===== config.mk =====
export PLATFORM = sky130hd
export DESIGN_NAME = sfs_sum_tree
export DESIGN_NICKNAME = d
export VERILOG_FILES = /design/src/design/sfs_pkg.sv /design/src/design/sfs_sum_tree.sv
export SDC_FILE = /design/constraint.sdc
export NUM_CORES = 1
export LEC_CHECK = 0
export ABC_AREA = 1
export BUFFER_PORTS_ARGS = -buffer_cell sky130_fd_sc_hd__buf_2
export CORE_UTILIZATION = 35
export CTS_BUF_LIST = sky130_fd_sc_hd__clkbuf_8
export CTS_CLUSTER_DIAMETER = 50
export DETAILED_ROUTE_END_ITERATION = 7
export PLACE_DENSITY_LB_ADDON = 0.15
export SLEW_MARGIN = 30
export SYNTH_ARGS = -nofsm -noshare
export SYNTH_HDL_FRONTEND = slang
export SYNTH_SLANG_ARGS = --single-unit

===== constraint.sdc =====
create_clock -name clk -period 3 [get_ports clk]
set_clock_uncertainty 0.05 [all_clocks]
set_input_delay 0.45 -clock clk [delete_from_list [all_inputs] [get_ports clk]]
set_output_delay 0.45 -clock clk [all_outputs]
set_load 0.01 [all_outputs]

===== src/design/sfs_pkg.sv =====
// Shared types and constants for the symmetric saturating FIR filter.
package sfs_pkg;

    localparam int SAMPLE_W   = 32;
    localparam int COEF_W     = 36;
    localparam int OUT_W      = 16;
    localparam int FRAC_W     = 8;
    localparam int NUM_COEF   = 8;
    localparam int CIDX_W     = 3;
    localparam int MAX_LEAVES = 8;

    // Pre-added sample pair, coefficient split and product widths.
    localparam int PRE_W  = SAMPLE_W + 1;
    localparam int CLO_W  = 18;
    localparam int CHI_W  = COEF_W - CLO_W;
    localparam int PLO_W  = PRE_W + CLO_W + 1;
    localparam int PHI_W  = PRE_W + CHI_W;
    localparam int PROD_W = PRE_W + COEF_W;
    localparam int ACC_W  = PROD_W + 3;

    typedef logic signed [SAMPLE_W-1:0] sample_t;
    typedef logic signed [COEF_W-1:0]   coef_t;
    typedef logic signed [PROD_W-1:0]   prod_t;
    typedef logic signed [ACC_W-1:0]    acc_t;
    typedef logic signed [OUT_W-1:0]    out_t;
    typedef logic [CIDX_W-1:0]          cidx_t;

    localparam coef_t COEF_RESET [NUM_COEF] = '{
        36'sd4564533,
        -36'sd51335336,
        36'sd282339434,
        -36'sd990152595,
        36'sd2462163746,
        -36'sd4585616450,
        36'sd6591977902,
        -36'sd7427882468
    };

    // Limits of the exact sum (8 fraction bits) that pass without clamping.
    localparam acc_t SUM_MAX    = 72'sd8388352;
    localparam acc_t SUM_MIN    = -72'sd8388608;
    localparam acc_t TRUNC_BIAS = 72'sd255;
    localparam out_t OUT_MAX    = 16'sh7fff;
    localparam out_t OUT_MIN    = 16'sh8000;

    // Load strobes for the sample line and the arithmetic stages of a cell.
    typedef struct packed {
        logic shift;
        logic ld_pre;
        logic ld_part;
        logic ld_prod;
    } cell_ctl_t;

    // Load strobes for the levels of the adder tree.
    typedef struct packed {
        logic ld_l1;
        logic ld_l2;
        logic ld_l3;
    } tree_ctl_t;

endpackage


===== src/design/sfs_sum_tree.sv =====
// Registered three-level adder tree that sums the cell products.
module sfs_sum_tree #(
    parameter int NLEAF = 8
) (
    input  logic               clk,
    input  sfs_pkg::tree_ctl_t ctl,
    input  sfs_pkg::prod_t     prod [NLEAF],
    output sfs_pkg::acc_t      sum
);

    localparam int N1 = sfs_pkg::MAX_LEAVES / 2;
    localparam int N2 = sfs_pkg::MAX_LEAVES / 4;

    sfs_pkg::prod_t                        leaf [sfs_pkg::MAX_LEAVES];
    logic signed [sfs_pkg::PROD_W:0]       l1_reg [N1];
    logic signed [sfs_pkg::PROD_W+1:0]     l2_reg [N2];
    sfs_pkg::acc_t                         l3_reg;

    // Leaves beyond the number of cells contribute zero.
    generate
        for (genvar i = 0; i < sfs_pkg::MAX_LEAVES; i++)
        begin : g_leaf
            if (i < NLEAF)
            begin : g_used
                assign leaf[i] = prod[i];
            end
            else
            begin : g_zero
                assign leaf[i] = '0;
            end
        end
    endgenerate

    always_ff @(posedge clk)
    begin
        if (ctl.ld_l1)
        begin
            for (int i = 0; i < N1; i++)
            begin
                l1_reg[i] <= (sfs_pkg::PROD_W+1)'(leaf[2*i])
                             + (sfs_pkg::PROD_W+1)'(leaf[2*i+1]);
            end
        end
        if (ctl.ld_l2)
        begin
            for (int i = 0; i < N2; i++)
            begin
                l2_reg[i] <= (sfs_pkg::PROD_W+2)'(l1_reg[2*i])
                             + (sfs_pkg::PROD_W+2)'(l1_reg[2*i+1]);
            end
        end
        if (ctl.ld_l3)
        begin
            l3_reg <= sfs_pkg::ACC_W'(l2_reg[0]) + sfs_pkg::ACC_W'(l2_reg[1]);
        end
    end

    assign sum = l3_reg;

endmodule


Word-level counts from Yosys, hierarchy flattened. Memories as Yosys holds them, arrays and structs flattened. Index checks and enable logic that the tools add are counted.

Register bits after elaboration: 72. RAM bits: 422. Bits of input ports: 556. Word-level logic and storage cells: 14. Memories: 2.

Add/sub/neg operators: 7. Muxes and demuxes: 4.

Memories: l1_reg (words 4, bits a word 70, rd ports 4, clocked after Yosys merged registers in 0, wr ports 4, RTL line sfs_sum_tree.sv:15) `logic signed [sfs_pkg::PROD_W:0] l1_reg [N1];`; l2_reg (words 2, bits a word 71, rd ports 2, clocked after Yosys merged registers in 0, wr ports 2, RTL line sfs_sum_tree.sv:16) `logic signed [sfs_pkg::PROD_W+1:0] l2_reg [N2];`.

Operators by type and width (count): $add A69 B69 Y70 (4); $add A70 B70 Y71 (2); $add A71 B71 Y72 (1); $mux W1 (4).

Depth between registers and ports, before layout.
Depth after elaboration: 2. Depth in mapped cells: 16.

Worst setup path after synthesis. No wires, ideal clock.

Path kind: input -> register. Start: input prod[276] in the netlist's numbering. End: memory l1_reg[1][62] in the netlist's numbering (data pin). Library setup time: 252 ps. Arrival: 1944 ps. Setup slack: 754 ps. Stages: 15. Path buffers: 0. Cell sequence: ha_1 inv_1 fa_1 inv_1 nand3_1 nand3_1 nand2_1 nand2_1 nand3_1 nand2_2 nand2_1 nand2_1 nand2_1 nand3_1 nand2_1.

RTL lines: start: declaration (RTL line sfs_sum_tree.sv:7) `input sfs_pkg::prod_t prod [NLEAF],`; end: declaration (RTL line sfs_sum_tree.sv:15).

==> out/results.ini <==
[place]
placed_cells=12300
dp_hpwl_mm=229
gp_congestion=0.987
place_ws_ns=-0.437
port_buffers=627

[run]
drv_cap=0

[global_route]
grt_pass1_wl_mm=371
grt_max_degree=66
antenna_found_initial=15
grt_pass1_vias=58700
track_usage_pct=30.7
grt_overflow=0

[detailed_routing]
met2_length_mm=117
wire_per_inst_um=20.5
num_vias=60000
drtAntennaViolNets=0
wl_met1_mm=118
vias_per_cell=4.82
met3_length_mm=13.1
wl_mm=255
drc=0
firstDrtPassIters=8
drt-initial-drc-count=4317
top_layer_used=met5

[clocking]
cts_tree=yes
clock_path_buffers=3
cts-htree-levels=3
worstSkewPairLatency_ns=0.81
post-cts-setup-buffers=0
cts.sinks=494
clockRootBuffer=clkbuf_8
cts_made_buffers=97
clk_pin_slew_ns=0.06

[cells_and_area]
stdcell_count=12400
regArea_sq_mm=0.0148
syn_to_final_growth_pct=15.5
nFillCells=17900
largest_register_ff_count=280
final_net_count=11300
final_layout_size_suffix_gt1_share_pct=10.6
multiInputGateArea_sq_mm=0.0344

[synth]
synth_cell_type_count=32
netlist_top_cells_count=nand2_1 (3,578), inv_1 (1,980), nor2_1 (948)
synth_edf_count=494
synth_area_leaders=edfxtp_1 (26%), nand2_1 (24%), inv_1 (13%), ha_1 (11%), nor2_1 (6.3%)
ys_seq_area_share_pct=26.2
yosys_warnings=0
yosysTopAreaCell=edfxtp_1
ys_ff_latch=494
synth.cell_area_sq_mm=0.0567
synth_nets=10400
syn_area_per_cell_sq_um=6.04
yosysTopAreaCellShare_pct=26.2
synth_ff_type=edfxtp_1
syn_inst=9374
yosysMostFrequentCell=nand2_1
synthArstFlopShare_pct=0

[sta]
fmax_mhz=341
hold_viol_final=0
setup_viol=0
fin_crit_sh_pct=97.9
slew_headroom_pct=20.9
period_needed_ns=2.94
fin_hold_ws_ns=0.0731
slew_violations=0
rsz0062_at_grt=false
setup_slack_ns=0.0637
worstMarginPinSlew_ns=1.18

[setup_path]
cp_data_required_time_ns=3.45
path_cells=ha_1 > nand2_1 > nor2_1 > inv_1 > nor2_1 > nand2_1 > nor3_1 > nand2_2 > nand3_1 > nand2_2
crit_slowest_cell=edfxtp_1
cp.arrival_ns=3.39
regToRegSetupSlack_ns=0.06
critPathKind=flop to flop
cp_top_family=simple AND/OR/NAND/NOR gates
endpoint_kind=flop
critPathLaunchType=flop
slowest_delay_ns=0.55
worst-path-buf-inv=1
cp_max_fo=4

[floorplan]
fp.dieW_um=404
initial_core_util_pct=35.3
die_h_um=404
dieArea_sq_mm=0.164
pin_count=628
coreArea_sq_mm=0.161
rows=147

[outcome]
status=finished clean

[power]
p_sw_share_pct=49.5
ir_drop_v=0.000390
power_density_mw_per_mm2=655
switching_power_mw=21.2
intPower_mw=21.6
p_clk_share_pct=16.7
power_leakage_nw=35.5
p_comb_share_pct=56.1
seqPwrFrac_pct=27.2

[worst_hold_path]
min_path_type=primary input to flop

[stage by stage]
stage	TNS, ns	instance area, sq um	utilization, %	total power, mW
final	0	65400	40.7	42.9
after global placement	-1.97	63300	39.4	35.6
after detailed placement	-2.01	63300	39.4	35.6
after floorplan	0	56700	-	25.6
after CTS	0	65400	40.7	42.9
after global routing	0	65400	40.7	45.9
[worst paths after layout]
path	start	to	cells past startpoint
worst max register to register	l1_reg[0][29]	l2_reg[0][60]	10
worst min register to register	l2_reg[0][71]	sum[0]	1
worst min-delay path	ctl[1]	l2_reg[0][116]	1
worst max-delay path	l1_reg[0][29]	l2_reg[0][60]	10
[cell type report]
cell class	instances	share of cell area (%)
inverter	1985	11.4
clock inverter	78	1.02
antenna	2	0.00765
sequential	494	22.7
multi-input combinational	6895	52.6
timing repair buffer	730	6.14
clock buffer	97	2.04
tap	2160	4.13
[cell usage in the layout, fill, tap and decap left out, types with 5 or more instances in the layout]
master         count
a21oi_1          544
o21bai_1          57
clkinvlp_4         8
nand4_1           14
clkbuf_8          97
xor2_1           253
bufinv_16          9
edfxtp_1         494
buf_12             6
nand3_2           32
nand2_1         3574
ha_1             487
o21ai_1            5
fa_1               7
xnor2_1           18
nor3_1           124
nor4_1            26
a21o_1            17
nor2_4             6
nor2_1           948
clkinv_4           7
a31oi_1           17
buf_4             92
o21ai_0          214
nor2_2            52
a21boi_0           8
clkinv_2           9
inv_1           1999
buf_2            625
nand2_2          125
nand3_1          342
clkinv_1          20
and2_1             7
dlygate4sd3_1      5
[per-layer routing]
metal,vias up,global-route usage (%)
li1,30500,-
met1,27500,42.0
met5,-,0
met2,1682,51.4
met3,291,2.60
met4,2,8.86
[cells by family after synthesis]
logic type | count (synthesis) | share of synthesized area [%]
AOI/OAI and AO/OA | 868 | 8.10
xor gates and xnor gates | 273 | 4.22
adders and majority gates | 494 | 11.0
buffers and inverters | 1985 | 13.1
DFF | 494 | 26.2
and+or+nand+nor | 5260 | 37.3
[what timing repair did]
action                                  4_1_cts  5_1_grt
endpoints found under the hold margin         3        0
resized for setup                             3        3
cloned                                        0        0
hold buffers                                  5        0
endpoints found under the setup margin        1        2
[power groups by stage]
stage / logic (mW) / registers (mW) / clock network (mW)
2_1_floorplan: 14.4 / 11.2 / 0
3_3_place_gp: 23.8 / 11.8 / 0
3_5_place_dp: 23.8 / 11.8 / 0
4_1_cts: 23.9 / 11.7 / 7.35
5_1_grt: 26.5 / 11.8 / 7.60
6_report: 24.1 / 11.6 / 7.16
(Power assumes the default switching activity.)
