[src/design/sfs_pkg.sv]
// Shared types and constants for the symmetric saturating FIR filter.
package sfs_pkg;

    localparam int SAMPLE_W   = 32;
    localparam int COEF_W     = 36;
    localparam int OUT_W      = 16;
    localparam int FRAC_W     = 8;
    localparam int NUM_COEF   = 8;
    localparam int CIDX_W     = 3;
    localparam int MAX_LEAVES = 8;

    // Pre-added sample pair, coefficient split and product widths.
    localparam int PRE_W  = SAMPLE_W + 1;
    localparam int CLO_W  = 18;
    localparam int CHI_W  = COEF_W - CLO_W;
    localparam int PLO_W  = PRE_W + CLO_W + 1;
    localparam int PHI_W  = PRE_W + CHI_W;
    localparam int PROD_W = PRE_W + COEF_W;
    localparam int ACC_W  = PROD_W + 3;

    typedef logic signed [SAMPLE_W-1:0] sample_t;
    typedef logic signed [COEF_W-1:0]   coef_t;
    typedef logic signed [PROD_W-1:0]   prod_t;
    typedef logic signed [ACC_W-1:0]    acc_t;
    typedef logic signed [OUT_W-1:0]    out_t;
    typedef logic [CIDX_W-1:0]          cidx_t;

    localparam coef_t COEF_RESET [NUM_COEF] = '{
        36'sd4564533,
        -36'sd51335336,
        36'sd282339434,
        -36'sd990152595,
        36'sd2462163746,
        -36'sd4585616450,
        36'sd6591977902,
        -36'sd7427882468
    };

    // Limits of the exact sum (8 fraction bits) that pass without clamping.
    localparam acc_t SUM_MAX    = 72'sd8388352;
    localparam acc_t SUM_MIN    = -72'sd8388608;
    localparam acc_t TRUNC_BIAS = 72'sd255;
    localparam out_t OUT_MAX    = 16'sh7fff;
    localparam out_t OUT_MIN    = 16'sh8000;

    // Load strobes for the sample line and the arithmetic stages of a cell.
    typedef struct packed {
        logic shift;
        logic ld_pre;
        logic ld_part;
        logic ld_prod;
    } cell_ctl_t;

    // Load strobes for the levels of the adder tree.
    typedef struct packed {
        logic ld_l1;
        logic ld_l2;
        logic ld_l3;
    } tree_ctl_t;

endpackage

[src/design/sfs_tap_cell.sv]
// One folded tap cell: two delay-line elements (one in the center cell), pre-adder and multiplier.
module sfs_tap_cell #(
    parameter bit SINGLE = 1'b0
) (
    input  logic              clk,
    input  logic              rst_n,
    input  sfs_pkg::cell_ctl_t ctl,
    input  sfs_pkg::coef_t    coef,
    input  sfs_pkg::sample_t  a_in,
    input  sfs_pkg::sample_t  b_in,
    output sfs_pkg::sample_t  a_out,
    output sfs_pkg::sample_t  b_out,
    output sfs_pkg::prod_t    prod
);

    sfs_pkg::sample_t                      fwd_reg;
    logic signed [sfs_pkg::PRE_W-1:0]      pre_next;
    logic signed [sfs_pkg::PRE_W-1:0]      pre_reg;
    logic signed [sfs_pkg::CLO_W:0]        c_lo;
    logic signed [sfs_pkg::CHI_W-1:0]      c_hi;
    logic signed [sfs_pkg::PLO_W-1:0]      plo_next;
    logic signed [sfs_pkg::PLO_W-1:0]      plo_reg;
    logic signed [sfs_pkg::PHI_W-1:0]      phi_next;
    logic signed [sfs_pkg::PHI_W-1:0]      phi_reg;
    sfs_pkg::prod_t                        prod_next;
    sfs_pkg::prod_t                        prod_reg;

    // The forward element carries the newer sample of the pair on to the next cell.
    always_ff @(posedge clk or negedge rst_n)
    begin
        if (!rst_n)
        begin
            fwd_reg <= '0;
        end
        else if (ctl.shift)
        begin
            fwd_reg <= a_in;
        end
    end

    assign a_out = fwd_reg;

    generate
        if (SINGLE)
        begin : g_center
            // The center tap has no partner sample.
            assign pre_next = sfs_pkg::PRE_W'(a_in);
            assign b_out    = a_in;
        end
        else
        begin : g_pair
            sfs_pkg::sample_t bwd_reg;

            // The backward element holds the older sample of the pair.
            always_ff @(posedge clk or negedge rst_n)
            begin
                if (!rst_n)
                begin
                    bwd_reg <= '0;
                end
                else if (ctl.shift)
                begin
                    bwd_reg <= b_in;
                end
            end

            assign pre_next = sfs_pkg::PRE_W'(a_in) + sfs_pkg::PRE_W'(bwd_reg);
            assign b_out    = bwd_reg;
        end
    endgenerate

    // The coefficient is split so that each multiplier stays near 33 by 18 bits.
    assign c_lo      = $signed({1'b0, coef[sfs_pkg::CLO_W-1:0]});
    assign c_hi      = coef[sfs_pkg::COEF_W-1:sfs_pkg::CLO_W];
    assign plo_next  = sfs_pkg::PLO_W'(pre_reg) * sfs_pkg::PLO_W'(c_lo);
    assign phi_next  = sfs_pkg::PHI_W'(pre_reg) * sfs_pkg::PHI_W'(c_hi);
    assign prod_next = (sfs_pkg::PROD_W'(phi_reg) <<< sfs_pkg::CLO_W)
                       + sfs_pkg::PROD_W'(plo_reg);

    always_ff @(posedge clk)
    begin
        if (ctl.ld_pre)
        begin
            pre_reg <= pre_next;
        end
        if (ctl.ld_part)
        begin
            plo_reg <= plo_next;
            phi_reg <= phi_next;
        end
        if (ctl.ld_prod)
        begin
            prod_reg <= prod_next;
        end
    end

    assign prod = prod_reg;

endmodule

[config.mk]
export PLATFORM = sky130hd
export DESIGN_NAME = sfs_tap_cell
export DESIGN_NICKNAME = d
export VERILOG_FILES = /design/src/design/sfs_pkg.sv /design/src/design/sfs_tap_cell.sv
export SDC_FILE = /design/constraint.sdc
export NUM_CORES = 2
export LEC_CHECK = 0
export ABC_AREA = 1
export BUFFER_PORTS_ARGS = -buffer_cell sky130_fd_sc_hd__buf_2
export CAP_MARGIN = 20
export CORE_MARGIN = 2
export CORE_UTILIZATION = 60
export DETAILED_ROUTE_END_ITERATION = 8
export PLACE_DENSITY = 0.78
export SYNTH_ARGS = -nofsm -noshare
export SYNTH_HDL_FRONTEND = slang
export SYNTH_SLANG_ARGS = --single-unit
[constraint.sdc]
create_clock -name clk -period 9.8 [get_ports clk]
set_input_delay 0 -clock clk [delete_from_list [all_inputs] [get_ports clk]]
set_output_delay 0 -clock clk [all_outputs]
set_load 0.01 [all_outputs]
# Yosys cells after proc, flatten, opt, wreduce, memory -nomap -nowiden
# Cells that the tools add are included.
# totals
elab_cells	10
in_bits	106
out_inout_bits	133
reg_bits	269
# op_classes
addsub	2
multipliers	2
# op_table
operator	count
adder 69 x 52 -> 69 bit	1
multiplier 33 x 19 -> 52 bit	1
multiplier 33 x 18 -> 51 bit	1
adder 32 x 32 -> 33 bit	1

# Logic depth before layout (Yosys ltp)
# depth
depth_word	1
ltp_mapped	29
ltp_nobuf	27

# Worst setup path after synthesis
# No wires, ideal clock.
# synth_timing
path_type	flip-flop to flip-flop
startpoint	reg pre_reg[32] (netlist name)
endpoint	reg plo_reg[42] (netlist name), data pin
required_time_ns	9.547
stages_incl_launch_ff	24
synth_period_minus_slack_ns	5.938
setup_time_ns	0.253
arrival_time_ns	5.686
setup_slack_ns	3.862
cell_sequence	edfxtp_1 -> clkbuf_1 -> clkbuf_1 -> nand2_1 -> inv_1 -> fa_1 -> inv_1 -> fa_1 -> fa_1 -> inv_1 -> fa_1 -> fa_1 -> inv_1 -> fa_1 -> inv_1 -> ha_1 -> nand2_2 -> nor2_1 -> inv_1 -> nor2_2 -> and2_1 -> nand3_1 -> nand4_1 -> nand2_1
# synth_via
elab_chain_cells	1
# synth_lines
item	line	source
from (decl)	sfs_tap_cell.sv:18	logic signed [sfs_pkg::PRE_W-1:0] pre_reg;
from (signal assigned)	sfs_tap_cell.sv:84	pre_reg <= pre_next;
multiplier 33 x 19 -> 52 bit	sfs_tap_cell.sv:75	assign plo_next = sfs_pkg::PLO_W'(pre_reg) * sfs_pkg::PLO_W'(c_lo);
net plo_next, one bit	sfs_tap_cell.sv:21	logic signed [sfs_pkg::PLO_W-1:0] plo_next;
to (signal assigned)	sfs_tap_cell.sv:88	plo_reg <= plo_next;
to (decl)	sfs_tap_cell.sv:22	logic signed [sfs_pkg::PLO_W-1:0] plo_reg;
# The timed path passes the listed nets, and every way through them passes these cells.
# A chain may end at the register's enable or synchronous reset.

# Worst setup path in the final report
# layout_timing
startpoint	reg pre_reg[20] (netlist name)
endpoint	reg phi_reg[39] (netlist name), data pin
# layout_via
elab_chain_cells	1
# layout_lines
item	line	source
multiplier 33 x 18 -> 51 bit	sfs_tap_cell.sv:76	assign phi_next = sfs_pkg::PHI_W'(pre_reg) * sfs_pkg::PHI_W'(c_hi);
net phi_next, one bit	sfs_tap_cell.sv:23	logic signed [sfs_pkg::PHI_W-1:0] phi_next;
to (signal assigned)	sfs_tap_cell.sv:89	phi_reg <= phi_next;
to (decl)	sfs_tap_cell.sv:24	logic signed [sfs_pkg::PHI_W-1:0] phi_reg;
# The timed path passes the listed nets, and every way through them passes these cells.

==> qor.log <==
[outcome] outcome complete, but fails checks
[outcome] violated checks negative hold slack
[sta] RSZ-0062 raised after global routing false
[grt] initial antenna violation count 2
[finish] most common library cell in the layout ignoring fill and taps inv_1
[logic_synthesis] Mapped Nets 9581
[finish] nets 9688
[finish] Fillers 8649
[floorplanning] starting density of the core 60.5%
[cts] CTS root buf clkbuf_16
[cts] clock-pin slew on the worst setup and hold paths 0.07 ns
[sta] max-slew violation count 0
[placed_design] IO Port Bufs 238
[placed_design] sum of net half-perimeters after detailed placement 142000 um
[logic_synthesis] Post-Syn Instances 7997
[cts] CTS tree done
[finish] number of flip-flops under the largest register name 69
[finish] share of final-layout standard cells stronger than drive strength 1 6.18%
[sta] final worst path period share 71.6%
[routing] drt pass-1 iters 6
[grt] GR Overflow Total 0
[logic_synthesis] number of register bits inferred by synthesis 269
[logic_synthesis] share of the synthesized area in the top cell type 37.9%
[min_path] path type of the worst min-delay path in -> reg
[grt] vias in the first global route 53600
[sta] hold slack -0.00113 ns
[placed_design] placer congestion estimate 1.04
[routing] routed wire length per instance 18.9 um
[run] Max-cap violations 0
[finish] most frequent cells in the layout 2498 x inv_1, 2354 x nand2_1, 1144 x fa_1
[floorplanning] std cell rows 116
[cts] buffer levels on the longest clock path 3
[setup_path] master of the slowest instance on the critical path edfxtp_1
[logic_synthesis] ranking of synthesized cells by area fa_1 38%, inv_1 16%, nand2_1 15%
[setup_path] critical path endpoint category flip-flop
[setup_path] buffers and inverters on the worst path 5
[grt] met3 capacity usage during global routing 7.30%
[floorplanning] Vert. Die Dim 321 um
[cts] Post-CTS Setup Inserts 0
[grt] met2 Use GR 58.9%
[logic_synthesis] largest area contributor in the synthesized netlist fa_1
[logic_synthesis] Post-synth ARST share 23.8%
[logic_synthesis] number of enable flip-flop cells after synthesis 205
[finish] summed area of non-filler cells in the final layout 64500 um^2
[sta] setup violation total in the final timing report 0
[sta] headroom to the max-slew limit 15.6%
[grt] GR met1 Demand/Resource 46.3%
[cts] clk_lat worst skew 0.62 ns
[cts] clock buffers created by TritonCTS 35
[setup_path] Critical Path RT 10.17 ns
[logic_synthesis] synth unique cells 39
[sta] highest clock rate 142 MHz
[sta] Final min period 7.02 ns
[grt] largest net degree at the start of global routing 70
[grt] wire length of the first global-routing pass 285000 um
[cts] number of sinks handled by clock tree synthesis 269
[routing] number of design rule violations left after detail routing 0
[setup_path] Crit path top cell by count fa_1
[logic_synthesis] mean instance size in the synthesized netlist 7.56 um^2
[logic_synthesis] mapped cell area 60500 um^2
[grt] total global-route track usage 35.9%
[setup_path] crit path max fanout 19
[setup_path] family of cells with the greatest summed delay on the critical path adder cells
[routing] total wire length after detailed routing 178000 um
[routing] number of antenna-violating nets in the routed design 0
[sta] skew final 0.0507 ns
[setup_path] nature of the critical path startpoint flip-flop
[grt] most used routing layer in global routing met2
[logic_synthesis] sequential element share of the synthesized area 12.8%
[floorplanning] core footprint 100000 um^2
[floorplanning] Die Outline Area 103000 um^2
[sta] summed negative setup slack over all endpoints 0 ns
[placed_design] Placed Instance Area 62600 um^2
[logic_synthesis] Syn. warnings 0
[setup_path] endpoint arrival time on the critical path 7.39 ns
[setup_path] WS Path Type reg -> reg
[routing] total number of vias 50200
[routing] Iteration-0 DRC Markers 4108
[floorplanning] Chip Width 321 um
[routing] vias per inst 5.33
[setup_path] CP Cell Sequence buf_4 -> nand2_1 -> fa_1 -> fa_1 -> fa_1 -> inv_1 -> fa_1 -> fa_1 -> inv_1 -> fa_1 -> inv_1 -> ha_1 -> nand2_1 -> nor2_1 -> inv_1 -> nor3_1 -> nand3_1 -> nand4_1 -> nand2_1
[setup_path] CP peak stage delay 1.11 ns
[floorplanning] top-level port count 239
[sta] total count of hold-check failures in the final report 1
[finish] Layout Area Growth over Synthesis 6.57%
[sta] Tightest Pin Transition 1.27 ns
[cts] H-tree levels 2
[logic_synthesis] Most used DFF post-synth edfxtp_1
worst paths after layout:
| check | startpoint | to | slack (ns) | cells past startpoint |
|---|---|---|---|---|
| setup / recovery | pre_reg[20]$_DFFE_PP_ | phi_reg[39]$_DFFE_PP_ | 2.78 | 19 |
| hold reg to reg | plo_reg[6]$_DFFE_PP_ | prod[6]$_DFFE_PP_ | 0.42 | 0 |
| max in group asynchronous | rst_n | b_out[30]$_DFFE_PN0P_ | 9.11 | 3 |
| min in group asynchronous | rst_n | a_out[18]$_DFFE_PN0P_ | 0.13 | 3 |
| setup reg to reg | pre_reg[20]$_DFFE_PP_ | phi_reg[39]$_DFFE_PP_ | 2.78 | 19 |
| hold / removal | ctl[1] | phi_reg[48]$_DFFE_PP_ | -0.001 | 1 |
routing by layer:
metal,share of wire (%),vias to the layer above
met1,39,24400
met5,0.0073,-
li1,-,22800
met2,46,2523
met3,9.7,516
met4,4.9,2
cell type report:
cell class,count,area [um^2],share of cell area (%)
Multi-Input combinational cell,4938,42200,65.5
Inverter,2508,9410,14.6
Sequential cell,269,7760,12.0
Timing Repair Buffer,352,2230,3.46
Tap cell,1298,1620,2.52
Clock buffer,42,923,1.43
Clock inverter,20,253,0.392
Antenna cell,2,5.00,0.00777
what timing repair did:
| action | in CTS | in global routing |
|---|---|---|
| hold buffers | 65 | 0 |
| resized for setup | 0 | 0 |
| endpoints found under the hold margin | 147 | 0 |
metrics by stage:
step	std cells	setup slack, ns	utilization [%]
finish	9429	2.78	64.5
global route	9427	2.61	64.4
CTS	9426	3.02	64.4
detailed placement	9299	2.99	62.6
global placement	9299	3.01	62.6
floorplan	7997	3.86	-
synth_stat cells, types with 54 or more instances:
cell / instances
inv_1: 2498
nand2_1: 2354
fa_1: 1144
ha_1: 334
nor2_1: 323
clkbuf_1: 268
edfxtp_1: 205
a21oi_1: 167
nand3_1: 164
xor2_1: 81
dfrtp_1: 64
o21ai_0: 63
mux2_2: 62
nand4_1: 54
cells by family (layout without fill, tap and decap cells):
logic type	count (synthesis)	in the layout	share of synthesized area, %
adder cells (fa/ha/maj)	1478	1478	44.8
buffers and inverters	2790	2922	17.3
AND/OR/NAND/NOR	3018	3018	19.9
flip-flops	269	269	12.8
other	0	2	0
XOR/XNOR	112	112	1.62
multiplexers	62	62	1.15
AO/OA/AOI/OAI	268	268	2.37
Power is left out: the tool's default activity adds up to more than one toggle a clock period on the data nets, which glitch-free logic cannot reach.
